<file path="src/fbpa_pkg.sv">
// ----------------------------------------------------------------------------
// fbpa_pkg
// Shared widths, status codes and helpers for the fixed block pool allocator.
// ----------------------------------------------------------------------------
`default_nettype none

package fbpa_pkg;

    localparam int IDX_W          = 6;   // block index width
    localparam int CNT_W          = 7;   // count / watermark width
    localparam int MAX_BLOCKS_DEF = 64;
    localparam int IN_DATA_W      = 8;   // block_index padded to bytes
    localparam int OUT_DATA_W     = 16;  // status, granted_index, free_count

    localparam logic [CNT_W-1:0] BLOCK_COUNT_RST = 7'd64;

    typedef enum logic [1:0] {
        ST_OK      = 2'd0,
        ST_EMPTY   = 2'd1,
        ST_BADFREE = 2'd2
    } t_status;

    typedef enum logic {
        REQ_ALLOC = 1'b0,
        REQ_FREE  = 1'b1
    } t_req;

    // Clamp a block count write into 1..top.
    function automatic logic [CNT_W-1:0] limit_count(input logic [CNT_W-1:0] v,
                                                     input logic [CNT_W-1:0] top);
        logic [CNT_W-1:0] r;
        if (v == '0) begin
            r = {{(CNT_W-1){1'b0}}, 1'b1};
        end else if (v > top) begin
            r = top;
        end else begin
            r = v;
        end
        return r;
    endfunction

endpackage

`default_nettype wire

</file>
<file path="src/fixed_block_pool_allocator_top.sv">
// ----------------------------------------------------------------------------
// fixed_block_pool_allocator_top
// Equal-size block pool with a LIFO free list held in a link memory.
// ----------------------------------------------------------------------------
// The block hands out block indices from a pool of block_count blocks. An
// alloc request (tuser = 0) returns the most recently freed block, or, when
// the free list is empty, the lowest block never handed out (a watermark
// counting upward); with nothing left it reports status EMPTY. A free request
// (tuser = 1) pushes tdata[5:0] onto the head of the free list; an index at
// or above block_count, or a free with nothing allocated, reports status
// BADFREE and changes nothing. Double frees are not detected. Every result
// carries the free count after the request. Writing the config channel sets
// block_count (clamped to 1..min(MAX_BLOCKS,64)) and returns the pool to its
// initial state; write it only while no request is in flight. Timing: the
// result of a request is registered in the output register. The next request
// is taken in a cycle where the output register is empty or its result is
// accepted at the same edge, so requests can follow one per cycle while
// nothing stalls. An alloc that takes a block from a free list holding more
// than one entry holds the input while the S_POP state loads the new head,
// because the link of the head entry comes out of the registered read of
// the single-port link memory. A result stalled by m_axis_tready holds the
// input until it is taken.
// ----------------------------------------------------------------------------
`default_nettype none

module fixed_block_pool_allocator_top
    import fbpa_pkg::*;
#(
    parameter int MAX_BLOCKS = MAX_BLOCKS_DEF
) (
    input  wire                    i_clk,
    input  wire                    i_rst_n,

    // config: block_count
    input  wire                    i_cfg_valid,
    output logic                   o_cfg_ready,
    input  wire  [CNT_W-1:0]       i_cfg_data,

    // request items
    input  wire                    s_axis_tvalid,
    output logic                   s_axis_tready,
    input  wire  [IN_DATA_W-1:0]   s_axis_tdata,   // [5:0] block_index, [7:6] zero
    input  wire  [0:0]             s_axis_tuser,   // [0] req_type

    // result items
    output logic                   m_axis_tvalid,
    input  wire                    m_axis_tready,
    output logic [OUT_DATA_W-1:0]  m_axis_tdata    // [1:0] status, [7:2] granted_index,
                                                   // [14:8] free_count, [15] zero
);

    localparam int DEPTH = (MAX_BLOCKS < 64) ? MAX_BLOCKS : 64;
    localparam int AW    = $clog2(DEPTH);
    localparam logic [CNT_W-1:0] TOP = CNT_W'(DEPTH);

    typedef enum logic {S_IDLE, S_POP} t_state;

    // link memory
    logic [IDX_W-1:0] mem_link [DEPTH];
    logic             mem_we;
    logic             mem_re;
    logic [AW-1:0]    mem_addr;
    logic [IDX_W-1:0] mem_wdata;
    logic [IDX_W-1:0] r_rd_data;

    // state
    t_state           r_state,     n_state;
    logic [IDX_W-1:0] r_head,      n_head;
    logic             r_nonempty,  n_nonempty;
    logic [CNT_W-1:0] r_watermark, n_watermark;
    logic [CNT_W-1:0] r_used,      n_used;
    logic [CNT_W-1:0] r_blk_cnt;
    logic             r_out_valid, n_out_valid;
    logic [OUT_DATA_W-1:0] r_out_data, n_out_data;

    logic             in_acc;
    logic             cfg_acc;
    logic [IDX_W-1:0] req_idx;
    logic [CNT_W-1:0] list_len;
    t_status          res_status;
    logic [IDX_W-1:0] res_grant;

    assign req_idx       = s_axis_tdata[IDX_W-1:0];
    assign list_len      = r_watermark - r_used;
    assign s_axis_tready = (r_state == S_IDLE) && (!r_out_valid || m_axis_tready);
    assign o_cfg_ready   = (r_state == S_IDLE);
    assign in_acc        = s_axis_tvalid && s_axis_tready;
    assign cfg_acc       = i_cfg_valid && o_cfg_ready;
    assign m_axis_tvalid = r_out_valid;
    assign m_axis_tdata  = r_out_data;

    always_comb begin
        n_state     = r_state;
        n_head      = r_head;
        n_nonempty  = r_nonempty;
        n_watermark = r_watermark;
        n_used      = r_used;
        n_out_valid = r_out_valid;
        n_out_data  = r_out_data;
        mem_we      = 1'b0;
        mem_re      = 1'b0;
        mem_addr    = r_head[AW-1:0];
        mem_wdata   = r_nonempty ? r_head : '0;
        res_status  = ST_OK;
        res_grant   = '0;

        if (m_axis_tready) begin
            n_out_valid = 1'b0;
        end

        unique case (r_state)
            S_IDLE: begin
                if (in_acc) begin
                    unique case (t_req'(s_axis_tuser[0]))
                        REQ_ALLOC: begin
                            if (r_nonempty) begin
                                res_grant = r_head;
                                n_used    = r_used + 1'b1;
                                if (list_len > CNT_W'(1)) begin
                                    // fetch link of the head, update head next cycle
                                    mem_re  = 1'b1;
                                    n_state = S_POP;
                                end else begin
                                    n_nonempty = 1'b0;
                                    n_head     = '0;
                                end
                            end else if (r_watermark < r_blk_cnt) begin
                                res_grant   = r_watermark[IDX_W-1:0];
                                n_watermark = r_watermark + 1'b1;
                                n_used      = r_used + 1'b1;
                            end else begin
                                res_status = ST_EMPTY;
                            end
                        end
                        REQ_FREE: begin
                            if ({1'b0, req_idx} >= r_blk_cnt || r_used == '0) begin
                                res_status = ST_BADFREE;
                            end else begin
                                mem_we     = 1'b1;
                                mem_addr   = req_idx[AW-1:0];
                                n_head     = req_idx;
                                n_nonempty = 1'b1;
                                n_used     = r_used - 1'b1;
                            end
                        end
                        default: ;
                    endcase
                    n_out_valid = 1'b1;
                    n_out_data  = {1'b0, r_blk_cnt - n_used, res_grant, res_status};
                end
            end
            S_POP: begin
                n_head  = r_rd_data;
                n_state = S_IDLE;
            end
            default: n_state = S_IDLE;
        endcase

        // re-initialise the pool on a block_count write
        if (cfg_acc) begin
            n_state     = S_IDLE;
            n_head      = '0;
            n_nonempty  = 1'b0;
            n_watermark = '0;
            n_used      = '0;
        end
    end

    always_ff @(posedge i_clk) begin
        if (!i_rst_n) begin
            r_state     <= S_IDLE;
            r_head      <= '0;
            r_nonempty  <= 1'b0;
            r_watermark <= '0;
            r_used      <= '0;
            r_blk_cnt   <= limit_count(BLOCK_COUNT_RST, TOP);
            r_out_valid <= 1'b0;
        end else begin
            r_state     <= n_state;
            r_head      <= n_head;
            r_nonempty  <= n_nonempty;
            r_watermark <= n_watermark;
            r_used      <= n_used;
            r_out_valid <= n_out_valid;
            if (cfg_acc) begin
                r_blk_cnt <= limit_count(i_cfg_data, TOP);
            end
        end
        r_out_data <= n_out_data;
    end

    // single-port link memory, registered read
    always_ff @(posedge i_clk) begin
        if (mem_we) begin
            mem_link[mem_addr] <= mem_wdata;
        end
        if (mem_re) begin
            r_rd_data <= mem_link[mem_addr];
        end
    end

endmodule

`default_nettype wire

</file>
<file path="config.mk">
export PLATFORM = sky130hd
export DESIGN_NAME = fixed_block_pool_allocator_top
export DESIGN_NICKNAME = d
export VERILOG_FILES = /design/src/fbpa_pkg.sv /design/src/fixed_block_pool_allocator_top.sv
export SDC_FILE = /design/constraint.sdc
export NUM_CORES = 1
export LEC_CHECK = 0
export ABC_CLOCK_PERIOD_IN_PS = 3600
export BUFFER_PORTS_ARGS = -buffer_cell sky130_fd_sc_hd__clkbuf_2
export CELL_PAD_IN_SITES_DETAIL_PLACEMENT = 0
export CELL_PAD_IN_SITES_GLOBAL_PLACEMENT = 1
export CORE_ASPECT_RATIO = 0.5
export CORE_MARGIN = 2
export CORE_UTILIZATION = 48
export CTS_BUF_LIST = sky130_fd_sc_hd__clkbuf_8 sky130_fd_sc_hd__clkbuf_16
export DETAILED_ROUTE_END_ITERATION = 7
export MAX_ROUTING_LAYER = met4
export PLACE_DENSITY = 0.78
export SYNTH_ARGS = -nofsm -noshare
export SYNTH_HDL_FRONTEND = slang
export SYNTH_SLANG_ARGS = --single-unit
</file>
<file path="constraint.sdc">
create_clock -name i_clk -period 3.6 [get_ports i_clk]
set_input_delay 0.72 -clock i_clk [delete_from_list [all_inputs] [get_ports i_clk]]
set_output_delay 0.72 -clock i_clk [all_outputs]
set_load 0.03 [all_outputs]
</file>
==> reports/results.ini, run 1 <==
[logic_synthesis]
synth-main-ff-cell=edfxtp_1
synth.net_count=1289
syn_area_per_cell_um2=14.8
ys_ff_latch=435
synth_area_um2=18300
async_flop_share=0
synth_cell_types=53
synth-edff-count=405
yosys_warnings=0
syn_inst=1239
yosysSeqAreaShare=0.697

[timing]
skew_ns=0.0191
tightest_slew_ns=0.849
min_period_over_period=1.05
max_freq_mhz=266
final_max_slew_viol_count=0
finalSetupTns_ns=-0.935
setup-violations-final=7
setup_ws_ns=-0.162
finalHoldViolations=0
rsz0062_at_grt=yes
fin_crit_ns=3.76
relSlewSlack=0.434

[clocking]
clock_latency_ns=0.55
clk_pin_slew_ns=0.07
cts_buffers=39
cts_sinks=435
postCtsHoldBufs=0
cts_max_level=2
cts_root_buffer=clkbuf_16
cts_tree=built
cts_buffer_depth=3

[worst_setup_path]
critPathMaxStageDelay_ns=0.53
cp_data_arrival_time_ns=4.04
cp-start-kind=register
crit_slowest_cell=or4_4
cp.required_ns=3.88
worstPathCellList=or4_4 -> or3b_4 -> o221a_4 -> and3_4 -> mux2i_4 -> buf_6 -> buf_12 -> buf_6 -> mux2i_2 -> o22ai_2 -> nor2_1 -> buf_4 -> o22ai_1 -> or4_1
crit_fanout=6
cp_common_cell=buf_6
end_kind=register
path_class=reg2reg

[power_and_ir_drop]
p_int_mw=8.03
p_switching_mw=2.15
seq_power_share=0.539
power.share.clock=0.400
power_density_nw_per_um2=444
leakage_nw=8.28
vdd_drop_max_v=0.000260
p_sw_frac=0.211
power_frac_comb=0.061

[die]
fp.dieH_um=142
die_w_um=280
coreArea_um2=37500
initial_core_util=0.489
die_area_um2=39800
top_level_ports=40
fp-row-count=50

[routing]
vias_per_cell=5.79
drt_iter0_drc=1165
routed_wl_um=45700
wl_per_cell_um=22.8
dr.pass1.iters=8
ant_nets=0
drc=1
vias=11615

[job]
max_cap_viol_count=0

[finish]
fin_nets=1536
drive_gt1_frac=0.308
nFillCells=2750
seq_area_um2=12800
final_cell_mix=edfxtp_1, buf_4, mux2i_1
layout_commonest_cell=edfxtp_1
syn_to_final_growth_pct=25.1
multiInputGateArea_um2=5730
antennaDiodeCount=0

[global_route]
gr-total-overflow=0
grt_first_pass_wirelength_um=67200
antenna_found_initial=0
track_usage=0.233
grt_pass1_vias=11352
grt_max_degree=66

[place]
hpwl_um=28800
port-buffer-count=36
place.gp.congestion=0.932
pre_cts_ws_ns=-0.696

[status]
status=finished, violations left
failed_checks=DRC, setup timing

[hold_path]
hp-class=in2reg

[final timing paths]
check / depth (start not counted) / slack [ns] / end / startpoint
hold / removal: 3 / 0.45 / m_axis_tvalid$_SDFF_PN0_ / s_axis_tvalid
setup reg to reg: 14 / -0.16 / r_rd_data[2]$_DFFE_PP_ / r_used[2]$_SDFFE_PP0P_
setup / recovery: 14 / -0.16 / r_rd_data[2]$_DFFE_PP_ / r_used[2]$_SDFFE_PP0P_
hold reg to reg: 2 / 0.53 / r_used[5]$_SDFFE_PP0P_ / r_used[5]$_SDFFE_PP0P_
[sequential cells by signal, summed over array words and instances, names as in the netlist]
signal         cells
m_axis_tdata      15
m_axis_tvalid      1
mem_link         384
r_blk_cnt          7
r_head             6
r_nonempty         1
r_rd_data          6
r_state            1
r_used             7
r_watermark        7
[cells in the mapped netlist, types with 2 or more instances]
library cell / number / area (um^2)
or2_2: 4 / 25.0
and3_1: 3 / 18.8
nor3_1: 11 / 55.1
a21oi_1: 24 / 120
ha_1: 27 / 338
or3_1: 4 / 25.0
nand4_1: 7 / 43.8
dfxtp_1: 30 / 601
inv_1: 28 / 105
nand2_1: 27 / 101
edfxtp_1: 405 / 12200
xnor2_1: 15 / 131
a222oi_1: 6 / 60.1
nor4_1: 3 / 18.8
nor2b_1: 11 / 68.8
a22oi_1: 2 / 15.0
mux2i_4: 2 / 45.0
buf_6: 3 / 33.8
xor2_1: 6 / 52.6
a21o_1: 8 / 60.1
and2_1: 7 / 43.8
nand2b_1: 9 / 56.3
nand3_1: 12 / 60.1
buf_2: 20 / 100
a31oi_1: 7 / 43.8
or4_1: 8 / 60.1
o21ai_0: 10 / 50.1
buf_4: 23 / 173
fa_1: 2 / 40.0
o21a_1: 2 / 15.0
nor3b_1: 8 / 60.1
nor2_1: 150 / 563
clkbuf_1: 20 / 75.1
mux2i_1: 195 / 1950
o22ai_1: 121 / 757
o21bai_1: 2 / 15.0
[layout make-up]
class / instances / share of cell area
well taps: 494 / 0.0270
clock buffers: 41 / 0.0448
multi-input cells: 710 / 0.250
flip-flops and latches: 435 / 0.557
inverters: 28 / 0.00459
repair buffers: 272 / 0.108
clock inverters: 26 / 0.00879
[power groups by stage]
stage / Sequential, mW / Combinational (mW) / Clock (mW)
6_report: 5.49 / 0.621 / 4.07
5_1_grt: 5.49 / 0.661 / 4.32
4_1_cts: 5.49 / 0.578 / 4.12
3_5_place_dp: 5.60 / 0.529 / 0
3_3_place_gp: 5.60 / 0.520 / 0
2_1_floorplan: 5.64 / 0.277 / 0
[worst max-delay path, delay by kind of cell, from the launching register on]
family / cells / cell delay (ns)
AO/OA/AOI/OAI: 3 / 0.33
flip-flops: 1 / 0.32
multiplexers: 2 / 0.43
AND/OR/NAND/NOR: 5 / 1.75
buffers and inverters: 4 / 0.66
[cells by family after synthesis]
logic type,share of synthesized area
mux,0.110
simple gates,0.0676
xor+xnor,0.0100
fa+ha+maj,0.0206
flops,0.697
other cells,0.000205
buf+inv,0.0266
compound gates,0.0679
[per-layer routing]
metal | wire length (um) | global-route usage | up-vias
li1 | - | - | 5273
met1 | 20000 | 0.329 | 5760
met2 | 20900 | 0.358 | 519
met3 | 3860 | 0.0351 | 63
met4 | 869 | 0.0549 | 0
met5 | 0 | - | -
[timing repair]
action	CTS	global route
cloned	5	3
setup endpoints to repair	168	172
setup buffers	13	6
gates resized for setup	76	92
pin swaps	48	42
[per-stage QoR]
step | hold WS (ns) | util | power [mW] | cells | instance area (um^2)
after floorplan | 0.466 | - | 5.91 | 1239 | 18500
after global placement | 0.493 | 0.551 | 6.12 | 1915 | 20600
after detailed placement | 0.499 | 0.551 | 6.13 | 1915 | 20600
after CTS | 0.442 | 0.599 | 10.2 | 2000 | 22400
after global routing | 0.478 | 0.611 | 10.5 | 2006 | 22900
final | 0.453 | 0.611 | 10.2 | 2006 | 22900
(Power assumes the default switching activity.)
==> inputs of run 2 (changes only) <==
--- a/config.mk
+++ b/config.mk
@@ -5,17 +5,17 @@
 export SDC_FILE = /design/constraint.sdc
 export NUM_CORES = 1
 export LEC_CHECK = 0
-export ABC_CLOCK_PERIOD_IN_PS = 3600
+export ABC_CLOCK_PERIOD_IN_PS = 4250
 export BUFFER_PORTS_ARGS = -buffer_cell sky130_fd_sc_hd__clkbuf_2
 export CELL_PAD_IN_SITES_DETAIL_PLACEMENT = 0
 export CELL_PAD_IN_SITES_GLOBAL_PLACEMENT = 1
 export CORE_ASPECT_RATIO = 0.5
 export CORE_MARGIN = 2
-export CORE_UTILIZATION = 48
+export CORE_UTILIZATION = 53
 export CTS_BUF_LIST = sky130_fd_sc_hd__clkbuf_8 sky130_fd_sc_hd__clkbuf_16
 export DETAILED_ROUTE_END_ITERATION = 7
 export MAX_ROUTING_LAYER = met4
-export PLACE_DENSITY = 0.78
+export PLACE_DENSITY = 0.81
 export SYNTH_ARGS = -nofsm -noshare
 export SYNTH_HDL_FRONTEND = slang
 export SYNTH_SLANG_ARGS = --single-unit
==> constraint.sdc (replaced) <==
create_clock -name i_clk -period 4.25 [get_ports i_clk]
set_input_delay 0.85 -clock i_clk [delete_from_list [all_inputs] [get_ports i_clk]]
set_output_delay 0.85 -clock i_clk [all_outputs]
set_load 0.03 [all_outputs]
==> run 2 against run 1 <==
Net effect:
- the run now ends clean
- sequential share of layout area up 4.1 points
- via count down 3.8%
- total power down 17%
- clock skew down 0.0029 ns
- fmax down 6.4%
- cell area down 6.9%
- largest power group unchanged
==> reports/results.ini, run 2 (synthesis results as in run 1) <==
[die]
die_w_um=267
coreArea_um2=34200
initial_core_util=0.535
fp.dieH_um=135
die_area_um2=36200
top_level_ports=40
fp-row-count=48

[worst_setup_path]
crit_fanout=3
startpoint=r_blk_cnt[1]$_SDFFE_PN0P_
worst_path_dominant_cell_family=compound AO/OA/AOI/OAI gates
cp_common_cell=a21o_1
path_class=reg2reg
cp.required_ns=4.53
end_kind=register
crit_slowest_cell=fa_1
cp-start-kind=register
reg2reg_slack_ns=0.23
reg2reg_to=m_axis_tdata[14]$_DFFE_PP_
critPathMaxStageDelay_ns=0.39
crit_end=m_axis_tdata[14]$_DFFE_PP_
crit_cells=20
reg2reg_depth=20
cp_data_arrival_time_ns=4.30
r2r_start=r_blk_cnt[1]$_SDFFE_PN0P_
path_buf_inv=2
worstPathCellList=inv_1 -> ha_1 -> a21o_1 -> a21o_1 -> a21o_1 -> a21o_1 -> a211oi_2 -> or3_4 -> o21ai_0 -> xnor2_1 -> ha_1 -> inv_1 -> fa_1 -> a21oi_1 -> nor2_1 -> nor2_1 -> o21bai_1 -> a21oi_2 -> xnor2_1 -> xnor2_1

[hold_path]
hp-class=reg2reg
worstHoldStart=r_used[4]$_SDFFE_PP0P_

[place]
hpwl_um=27700
place.gp.congestion=0.940
dp.cells=1816
post_dp_cell_area_um2=20100
port-buffer-count=36

[clocking]
postCtsSetupBuffers=0
clock_latency_ns=0.55
cts_buffers=38
cts_buffer_depth=3
cts_tree=built
cts_max_level=2
postCtsHoldBufs=0
cts_resized=0
cts_root_buffer=clkbuf_16
cts_sinks=435
clk_pin_slew_ns=0.06

[power_and_ir_drop]
vdd_drop_max_v=0.000212
totalPowerFinal_mw=8.48
leakage_nw=7.93
power_density_nw_per_um2=397

[finish]
drive_gt1_frac=0.188
utilization=0.623
multiInputGateArea_um2=5130
syn_to_final_growth_pct=16.5
seq_area_um2=12800
final_cell_mix=edfxtp_1, mux2i_1, nor2_1
nFillCells=2498
largest_register_ffs=384
final_cell_area_um2=21300
top_register=mem_link
fin_nets=1456
antennaDiodeCount=0
layout_commonest_cell=edfxtp_1
fin_cells=1884

[timing]
relSlewSlack=0.331
setup-violations-final=0
finalHoldViolations=0
max_freq_mhz=249
fin_crit_ns=4.02
min_period_over_period=0.946
final_max_slew_viol_count=0
rsz0062_at_grt=no
skew_ns=0.0162
fin_hold_ws_ns=0.503
tightest_slew_ns=1.00

[status]
status=completed

[global_route]
grt_pass1_vias=10914
grt_first_pass_wirelength_um=62900
gr-total-overflow=0
antenna_found_initial=1
grt_max_degree=44
track_usage=0.241

[routing]
routed_wl_um=42000
ant_nets=0
vias=11178
drt_iter0_drc=1255
drc=0
vias_per_cell=5.93
dr.pass1.iters=8
wl_per_cell_um=22.3

[job]
max_cap_viol_count=0

run 2: per-layer routing:
metal	up-vias	wire, um	track usage
li1	5086	-	-
met1	5539	18700	0.341
met2	480	18800	0.363
met3	73	3560	0.0416
met4	0	999	0.0680
met5	-	0	-
run 2: layout make-up:
cell class / instances / share of cell area
Sequential cell: 435 / 0.598
Multi-Input combinational cell: 710 / 0.241
Timing Repair Buffer: 193 / 0.0730
Clock buffer: 41 / 0.0481
Tap cell: 450 / 0.0264
Clock inverter: 27 / 0.00909
Inverter: 28 / 0.00492
run 2: worst min-delay path by stage:
stage                             endpoint  cells after the start
global route        r_used[5]$_SDFFE_PP0P_                      2
detailed placement  r_used[5]$_SDFFE_PP0P_                      2
global placement    r_used[5]$_SDFFE_PP0P_                      2
CTS                 r_used[5]$_SDFFE_PP0P_                      2
floorplan           r_used[5]$_SDFFE_PP0P_                      2
finish              r_used[4]$_SDFFE_PP0P_                      2
run 2: worst register-to-register path: stages (launching register included):
cell and delay, ns:
dfxtp_1 0.33, inv_1 0.10, ha_1 0.29, a21o_1 0.16, a21o_1 0.18, a21o_1 0.17
a21o_1 0.20, a211oi_2 0.23, or3_4 0.17, o21ai_0 0.13, xnor2_1 0.31, ha_1 0.20
inv_1 0.06, fa_1 0.39, a21oi_1 0.17, nor2_1 0.05, nor2_1 0.13, o21bai_1 0.09
a21oi_2 0.15, xnor2_1 0.15, xnor2_1 0.10
run 2: per-stage QoR:
step / TNS (ns) / setup slack (ns)
after floorplan: 0 / 0.422
after global placement: -0.318 / -0.0930
after detailed placement: -0.592 / -0.0890
after CTS: 0 / 0.128
after global routing: 0 / 0.00388
final: 0 / 0.231
run 2: report_power, final:
part / internal, mW / switching (mW)
registers: 4.64 / 0.0109
logic: 0.165 / 0.249
clock network: 1.92 / 1.49
